[src/rtl/vvs_pkg.sv]
// ----------------------------------------------------------------------------
// vvs_pkg
// Shared widths, codes and item types of the velocity Verlet step unit.
// ----------------------------------------------------------------------------
package vvs_pkg;

  // Field widths
  localparam int unsigned IDX_W  = 6;
  localparam int unsigned WORD_W = 32;
  localparam int unsigned TS_W   = 32;

  // Stream and register port widths
  localparam int unsigned S_TDATA_W = 104;
  localparam int unsigned M_TDATA_W = 72;
  localparam int unsigned PADDR_W   = 3;
  localparam int unsigned PDATA_W   = 32;

  // Internal datapath widths
  localparam int unsigned MAG_W   = 33;  // |a| or |a0 + a1|, up to 2^32
  localparam int unsigned PROD_W  = 64;  // MAG * dt, below 2^64
  localparam int unsigned HMAG_W  = 40;  // rounded half kick magnitude
  localparam int unsigned HDV_W   = 41;  // signed half kick
  localparam int unsigned VMID_W  = 42;  // signed vmid and velocity sum
  localparam int unsigned VMAG_W  = 40;  // |vmid|
  localparam int unsigned HI_W    = VMAG_W - WORD_W;
  localparam int unsigned HIP_W   = HI_W + TS_W;
  localparam int unsigned FULL_W  = VMAG_W + TS_W;
  localparam int unsigned RX_W    = FULL_W - 24;
  localparam int unsigned XW_W    = 50;  // position sum before clipping

  // Rounding shifts (Q16.16 * Q8.24 back to Q16.16, with and without /2)
  localparam int unsigned HALF_SH = 25;
  localparam int unsigned STEP_SH = 24;
  localparam logic [PROD_W:0]   HALF_RND = (PROD_W + 1)'(1) << (HALF_SH - 1);
  localparam logic [FULL_W-1:0] STEP_RND = FULL_W'(1) << (STEP_SH - 1);

  // Commands carried in tuser
  typedef enum logic [0:0] {
    CMD_KICK_DRIFT = 1'b0,
    CMD_CORRECT    = 1'b1
  } cmd_e;

  // Register index (paddr word select)
  typedef enum logic [0:0] {
    REG_TIME_STEP = 1'b0
  } reg_e;

  typedef struct packed {
    cmd_e                     cmd;
    logic [IDX_W-1:0]         idx;
    logic signed [WORD_W-1:0] accel;
    logic signed [WORD_W-1:0] vel;
    logic signed [WORD_W-1:0] pos;
  } in_item_t;

  typedef struct packed {
    logic [IDX_W-1:0]         idx;
    logic signed [WORD_W-1:0] vel;
    logic signed [WORD_W-1:0] pos;
    logic                     sat;
  } out_item_t;

  // One saved entry per element
  typedef struct packed {
    logic signed [WORD_W-1:0] vel;
    logic signed [WORD_W-1:0] acc;
  } state_word_t;

  typedef struct packed {
    logic                     clip;
    logic signed [WORD_W-1:0] val;
  } sat_t;

  // Clip a wide signed value to 32 bits
  function automatic sat_t sat_word(input logic signed [XW_W-1:0] v);
    sat_t r;
    r.clip = 1'b0;
    r.val  = v[WORD_W-1:0];
    if (!v[XW_W-1] && (|v[XW_W-2:WORD_W-1])) begin
      r.clip = 1'b1;
      r.val  = {1'b0, {(WORD_W-1){1'b1}}};
    end else if (v[XW_W-1] && !(&v[XW_W-2:WORD_W-1])) begin
      r.clip = 1'b1;
      r.val  = {1'b1, {(WORD_W-1){1'b0}}};
    end
    return r;
  endfunction

endpackage

[src/rtl/vvs_cfg_regs.sv]
// ----------------------------------------------------------------------------
// vvs_cfg_regs
// Register port: holds the time step, written and read over the APB-style bus.
// ----------------------------------------------------------------------------
module vvs_cfg_regs (
  input  logic                          clk_i,
  input  logic                          rst_ni,
  input  logic                          psel_i,
  input  logic                          penable_i,
  input  logic                          pwrite_i,
  input  logic [vvs_pkg::PADDR_W-1:0]   paddr_i,
  input  logic [vvs_pkg::PDATA_W-1:0]   pwdata_i,
  output logic [vvs_pkg::PDATA_W-1:0]   prdata_o,
  output logic                          pready_o,
  output logic [vvs_pkg::TS_W-1:0]      time_step_o
);

  logic [vvs_pkg::TS_W-1:0] time_step_q;
  vvs_pkg::reg_e            reg_sel;
  logic                     wr_hit;

  assign pready_o    = 1'b1;
  assign reg_sel     = vvs_pkg::reg_e'(paddr_i[2]);
  assign wr_hit      = psel_i & penable_i & pwrite_i & pready_o
                     & (reg_sel == vvs_pkg::REG_TIME_STEP);
  assign time_step_o = time_step_q;

  // Write
  always_ff @(posedge clk_i or negedge rst_ni) begin
    if (!rst_ni) begin
      time_step_q <= '0;
    end else if (wr_hit) begin
      time_step_q <= pwdata_i[vvs_pkg::TS_W-1:0];
    end
  end

  // Read mux
  always_comb begin
    case (reg_sel)
      vvs_pkg::REG_TIME_STEP: prdata_o = time_step_q;
      default:                prdata_o = '0;
    endcase
  end

endmodule

[config.mk]
export PLATFORM = sky130hd
export DESIGN_NAME = vvs_cfg_regs
export DESIGN_NICKNAME = d
export VERILOG_FILES = /design/src/rtl/vvs_pkg.sv /design/src/rtl/vvs_cfg_regs.sv
export SDC_FILE = /design/constraint.sdc
export NUM_CORES = 1
export LEC_CHECK = 0
export BUFFER_PORTS_ARGS = -buffer_cell sky130_fd_sc_hd__buf_2
export CORE_ASPECT_RATIO = 0.8
export CORE_MARGIN = 2
export CORE_UTILIZATION = 37
export DETAILED_ROUTE_END_ITERATION = 8
export GPL_TIMING_DRIVEN = 0
export PLACE_DENSITY_LB_ADDON = 0.1
export SLEW_MARGIN = 20
export SYNTH_ARGS = -nofsm -noshare
export SYNTH_HDL_FRONTEND = slang
export SYNTH_SLANG_ARGS = --single-unit
[constraint.sdc]
create_clock -name clk_i -period 0.8 [get_ports clk_i]
set_input_delay 0.16 -clock clk_i [delete_from_list [all_inputs] [get_ports clk_i]]
set_output_delay 0.16 -clock clk_i [all_outputs]
set_load 0.02 [all_outputs]
Word-level counts from Yosys, hierarchy flattened

Cells that the tools add are included.

Register bits after elaboration: 32
Input port bits: 40
Output and inout port bits: 65
Word-level logic and storage cells: 6

Multiplexer cells: 1
Bitwise gates (word level): 4

Operators by type and width:

| cell               | number |
|---|---|
| 32-bit two-way mux | 1 |
| 1-bit AND          | 3 |
| 1-bit inverter     | 1 |

Depth between registers and ports, before layout

Gate-level depths: netlist of the first run.

Depth in word-level cells: 3
Mapped depth: 3
Mapped depth without buffers: 2

Worst setup path after synthesis of the first run

No wires, ideal clock.

Path type: register to output
From: register time_step_q (netlist bit time_step_o[0])
To: output prdata_o[0] (netlist bit)
Data arrival time: 814 ps
Data required time: 640 ps
Path slack: -174 ps
Stages on the path, launching flop included: 2
Buffers on the path: 0
Cells stage by stage: dfrtp_1 > nor2b_1

Word-level cells in the longest chain between the ends: 1

RTL lines:

| item                   | RTL line           | source |
|---|---|---|
| from (decl)            | vvs_cfg_regs.sv:18 | `logic [vvs_pkg::TS_W-1:0] time_step_q;` |
| from (signal assigned) | vvs_cfg_regs.sv:33 | `time_step_q <= pwdata_i[vvs_pkg::TS_W-1:0];` |
| 32-bit two-way mux     | vvs_cfg_regs.sv:39 | `case (reg_sel)` |
| to (decl)              | vvs_cfg_regs.sv:13 | `output logic [vvs_pkg::PDATA_W-1:0] prdata_o,` |

No other way between the ends.

Worst setup path in the final report of the first run

From: register time_step_q (netlist bit time_step_o[29])
To: output prdata_o[29] (netlist bit)

Same word-level chain as after synthesis.

==> metrics.yaml, run 1 <==
critical_path:
  reg2reg_setup_slack_ns: -0.18
  critPathRequiredTime_ns: 0.64
  worstSetupEndpointType: "primary output"
  critical_path_class: "reg -> out"
  rr_endpoint: "time_step_o[10]$_DFFE_PN0P_"
  rr_worst_depth: 3
  cp_cell_sequence: "nor2b_4 > buf_6"
  worst_path_max_delay_cell: "dfrtp_1"
  cp_max_fo: 3
  r2r-start: "time_step_o[10]$_DFFE_PN0P_"
  cp.arrival_ns: 0.98
  cpPeakStageDelay_ns: 0.40
  critPathTopFamily: "flip-flops"
  crit_buf_inv: 1
  startpoint_type: "flop"
sta:
  tightest_slew_ns: 0.714
  rsz0062_at_grt: "yes"
  finalWorstSetupSlack_ns: -0.337
  hold_viol_final: 32
  final.min_clock_period_ns: 1.14
  relSlewSlack_pct: 52.4
  fin_crit_sh_pct: 142
  setup_viol: 96
  hold_ws_ns: -0.0641
  drv_slew: 0
  fmax_ghz: 0.880
  finClkSkew_ns: 0
logic_synthesis:
  netlist.area_leader.share_pct: 51.5
  synth_seq_cells: 32
  synth_area_leaders: "dfrtp_1, mux2_4, nor2b_1, buf_6, nand4b_4"
  avgSynthCellArea_um2: 14.8
  netlist_area_mm2: 0.00155
  yosys_warnings: 0
  synthDistinctLibCells: 9
  synth_area_leader_cell: "dfrtp_1"
  netlist_instances: 105
  synth_fp_nets: 145
  ys_seq_area_share_pct: 51.5
detailed_routing:
  num_vias: 1298
  wl_met2_mm: 2.30
  post_drt_wl_per_cell_um: 14.9
  wl_met3_um: 278
  postRouteAntennaNets: 0
  drt_iter0_drc: 22
  drt_wl_total_mm: 4.37
  drc: 0
  drt-met1-wl_mm: 1.72
  via_per_inst: 4.41
  top_layer: "met4"
  firstDrtPassIters: 4
global_route:
  grt_overflow: 0
  grt_max_degree: 33
  antenna_found_initial: 0
  grt_pass1_wl_mm: 6.21
  grt_usage_pct: 17.1
  first_global_vias: 1245
cells_and_area:
  nFillCells: 265
  antenna_cells: 0
  final_cells: 294
  syn_to_final_growth_pct: 102
  drive_gt1_share_pct: 86.1
  multi_input_area_um2: 945
  mostFrequentLayoutCell: "buf_6"
  final_cell_mix: "buf_6, buf_2, nor2b_4"
  layout.nets: 276
  ff_latch_area_um2: 803
  largest_reg_flops: 32
clocking:
  clock_latency_ns: 0.28
  clk_pin_slew_ns: 0.06
  cts_tree: "built"
  htreeDepth: 2
  cts_made_buffers: 5
  cts_sinks: 32
  cts-root-buf: "clkbuf_8"
  clk_path_buf_depth: 2
floorplanning:
  io_pins: 105
  die_x_um: 76.5
  die_area_mm2: 0.00474
  core_mm2: 0.00410
  die_y_um: 62.0
  initial_utilization_pct: 37.9
  row_count: 21
placement:
  dp.cells: 263
  dp_hpwl_mm: 2.67
  place.port_buffers: 101
  place.gp.congestion: 0.713
status:
  outcome: "complete, but fails checks"
  violations: "hold timing, setup timing"
pwr:
  power_density_mw_per_mm2: 2360
  p_leak_nw: 1.67
  ir_worst_vdd_mv: 1.41
flow_run:
  max_cap_violations: 0
min_path:
  hp-class: "in -> async"
[where the power goes]
group	total [mW]	leakage, nW	switching [mW]	internal, mW
combinational	3.79	1.24	1.44	2.35
clock	1.25	0.0455	0.549	0.701
sequential	2.34	0.382	0.358	1.98
[synth_stat cells]
cell and n:
mux2_2 2, conb_1 1, nor2b_1 32, buf_4 1, buf_6 3, dfrtp_1 32, mux2_4 30, clkbuf_1 3
nand4b_4 1
[per-stage QoR]
| step | utilization, % | worst slack [ns] | power (mW) | instance area, um^2 | TNS, ns |
|---|---|---|---|---|---|
| after floorplan | - | -0.145 | 4.06 | 1800 | -5.81 |
| after global placement | 58.1 | -0.397 | 4.81 | 2380 | -20.95 |
| after detailed placement | 58.1 | -0.417 | 4.86 | 2380 | -21.74 |
| after CTS | 69.8 | -0.324 | 6.86 | 2860 | -20.00 |
| after global routing | 76.4 | -0.389 | 7.76 | 3130 | -23.45 |
| final | 76.4 | -0.337 | 7.38 | 3130 | -20.30 |
[area by class of cell]
cell class	instances	area share [%]
timing repair buffer	124	36.5
multi-input combinational	66	30.2
sequential	32	25.6
clock buffer	8	2.88
buffer	7	2.56
tap	57	2.28
[kinds of logic after synthesis]
kind of cell / synth area share (%)
buffers and inverters: 3.38
and+or+nand+nor: 14.4
DFF: 51.5
muxes: 30.4
other: 0.241
[worst max-delay path by stage]
| stage | cells past startpoint | endpoint | startpoint | slack [ns] |
|---|---|---|---|---|
| after global routing | 2 | prdata_o[28] | time_step_o[28]$_DFFE_PN0P_ | -0.39 |
| after CTS | 2 | prdata_o[22] | time_step_o[22]$_DFFE_PN0P_ | -0.32 |
| after floorplan | 3 | time_step_o[0]$_DFFE_PN0P_ | paddr_i[2] | -0.14 |
| after detailed placement | 4 | time_step_o[22]$_DFFE_PN0P_ | paddr_i[2] | -0.42 |
| final | 2 | prdata_o[29] | time_step_o[29]$_DFFE_PN0P_ | -0.34 |
| after global placement | 4 | time_step_o[5]$_DFFE_PN0P_ | paddr_i[2] | -0.40 |
[per-layer routing]
| layer | GRT usage [%] | vias up |
|---|---|---|
| met5 | 0 | - |
| met4 | 7.27 | 0 |
| met3 | 5.20 | 11 |
| met2 | 29.8 | 60 |
| met1 | 20.3 | 622 |
| li1 | - | 605 |
[repair_timing]
item                                    4_1_cts  5_1_grt
pin swaps                                     0        0
setup buffers                                 9       13
endpoints found under the hold margin        32       32
endpoints found under the setup margin       94       96
gates cloned                                  0        1
resized for setup                           102       48
Note: power is estimated with default switching activity, not from simulation.
==> inputs of run 2 (changes only) <==
--- a/config.mk
+++ b/config.mk
@@ -7,7 +7,6 @@
 export LEC_CHECK = 0
 export BUFFER_PORTS_ARGS = -buffer_cell sky130_fd_sc_hd__buf_2
 export CORE_ASPECT_RATIO = 0.8
-export CORE_MARGIN = 2
 export CORE_UTILIZATION = 37
 export DETAILED_ROUTE_END_ITERATION = 8
 export GPL_TIMING_DRIVEN = 0
==> constraint.sdc (replaced) <==
create_clock -name clk_i -period 0.8 [get_ports clk_i]
set_input_delay 0.16 -clock clk_i [delete_from_list [all_inputs] [get_ports clk_i]]
set_output_delay 0.16 -clock clk_i [all_outputs]
set_load 0.05 [all_outputs]
==> run 2 against run 1 <==
- the flow still finishes with violations (hold timing, setup timing)
- total power up 23%
- clock-buffer cell count down 2
- register-to-register slack worse by 0.02 ns
- highest routed layer unchanged
==> metrics.yaml, run 2 (same netlist as run 1, synthesis figures left out) <==
status:
  outcome: "complete, but fails checks"
  violations: "hold timing, setup timing"
detailed_routing:
  postRouteAntennaNets: 0
  post_drt_wl_per_cell_um: 16.7
  drt_iter0_drc: 40
  num_vias: 1316
  drc: 0
  drt_wl_total_mm: 4.80
  via_per_inst: 4.59
  firstDrtPassIters: 4
floorplanning:
  initial_utilization_pct: 39.8
  die_x_um: 74.5
  io_pins: 105
  row_count: 20
  core_mm2: 0.00390
  die_area_mm2: 0.00446
  die_y_um: 60.0
clocking:
  htreeDepth: 2
  clk_path_buf_depth: 2
  clock_latency_ns: 0.28
  clk_pin_slew_ns: 0.07
  cts_made_buffers: 5
  cts_sinks: 32
  cts-root-buf: "clkbuf_8"
  cts_tree: "built"
global_route:
  grt_usage_pct: 19.8
  antenna_found_initial: 0
  grt_overflow: 0
  first_global_vias: 1315
  grt_max_degree: 33
  grt_pass1_wl_mm: 6.29
sta:
  hold_ws_ns: -0.0721
  finClkSkew_ns: 0
  tightest_slew_ns: 0.722
  fmax_ghz: 0.854
  hold_viol_final: 32
  setup_viol: 96
  finalWorstSetupSlack_ns: -0.371
  relSlewSlack_pct: 51.9
  drv_slew: 0
  final.min_clock_period_ns: 1.17
  rsz0062_at_grt: "yes"
  fin_crit_sh_pct: 146
critical_path:
  cp_cell_sequence: "nor2b_4 > buf_6"
  worstSetupEndpointType: "primary output"
  critical_path_class: "reg -> out"
  rr_endpoint: "time_step_o[5]$_DFFE_PN0P_"
  worst_path_max_delay_cell: "dfrtp_2"
  r2r-start: "time_step_o[5]$_DFFE_PN0P_"
  critPathRequiredTime_ns: 0.64
  cp.arrival_ns: 1.01
  startpoint_type: "flop"
  cpPeakStageDelay_ns: 0.43
  cp_max_fo: 3
  rr_worst_depth: 3
  reg2reg_setup_slack_ns: -0.20
cells_and_area:
  final_cell_mix: "buf_6, buf_2, nor2b_4, mux2_4, dfrtp_2"
  antenna_cells: 0
  fin_area_mm2: 0.00324
  mostFrequentLayoutCell: "buf_6"
  post-route-util_pct: 82.9
  largest_reg_flops: 32
  layout.nets: 271
  syn_to_final_growth_pct: 108
  drive_gt1_share_pct: 99.1
placement:
  place.gp.congestion: 0.690
  dpl_cell_area_mm2: 0.00242
  dp_hpwl_mm: 2.71
  place.port_buffers: 101
pwr:
  p_leak_nw: 1.66
  ir_worst_vdd_mv: 1.54
  power_density_mw_per_mm2: 2800
flow_run:
  max_cap_violations: 0
min_path:
  hp-class: "in -> async"
==> run 2: changes by cell type in the layout (fill, tap and decap cells not counted), sizes merged <==
| cell | change |
|---|---|
| clkinv | +1 |
| buf | -7 |
| bufinv | +1 |
==> run 2: worst max path at each step <==
stage / start / to / cells past startpoint
detailed placement: paddr_i[2] / prdata_o[8] / 4
finish: time_step_o[12]$_DFFE_PN0P_ / prdata_o[12] / 2
global placement: paddr_i[2] / prdata_o[8] / 4
floorplan: time_step_o[0]$_DFFE_PN0P_ / prdata_o[0] / 1
global route: time_step_o[12]$_DFFE_PN0P_ / prdata_o[12] / 2
CTS: time_step_o[16]$_DFFE_PN0P_ / prdata_o[16] / 2
==> run 2: layer usage <==
metal / vias to the layer above / global-route usage (%) / wire (um)
met2: 54 / 32.7 / 2580
met4: 0 / 7.28 / 87
met1: 652 / 23.9 / 1870
met3: 11 / 6.75 / 265
met5: - / 0 / 0
li1: 599 / - / -
==> run 2: where the power goes <==
| group | switching (mW) | internal, mW |
|---|---|---|
| Clock | 0.596 | 0.924 |
| Sequential | 0.372 | 2.05 |
| Combinational | 2.80 | 2.33 |
==> run 2: area by class of cell <==
class | instances | area [um^2]
plain buffers | 7 | 90.1
clock buffers | 6 | 72.6
clock inverters | 2 | 35.0
flip-flops and latches | 32 | 841
multi-input cells | 66 | 948
fillers | 199 | 667
well taps | 55 | 68.8
repair buffers | 119 | 1180
==> run 2: stage by stage <==
stage | power (mW) | hold slack [ns] | setup TNS (ns) | setup WS (ns) | instances
floorplan | 5.49 | -0.136 | -13.01 | -0.247 | 105
CTS | 8.73 | -0.0479 | -23.25 | -0.361 | 280
detailed placement | 6.30 | 0.257 | -29.13 | -0.543 | 261
global route | 9.39 | -0.0218 | -24.87 | -0.407 | 287
global placement | 6.24 | 0.248 | -28.32 | -0.528 | 261
finish | 9.07 | -0.0721 | -22.78 | -0.371 | 287
==> run 2: critical path: cells and delay by family (launching register included) <==
| kind | cells | cell delay (ns) |
|---|---|---|
| flops | 1 | 0.43 |
| simple gates | 1 | 0.13 |
| buf+inv | 1 | 0.16 |
==> run 2: timing repair <==
action                                 in CTS  in global routing
setup endpoints to repair                  94                 96
buffers inserted                            9                  6
gates resized for setup                   133                 26
cloned                                      2                  1
endpoints found under the hold margin      32                 31
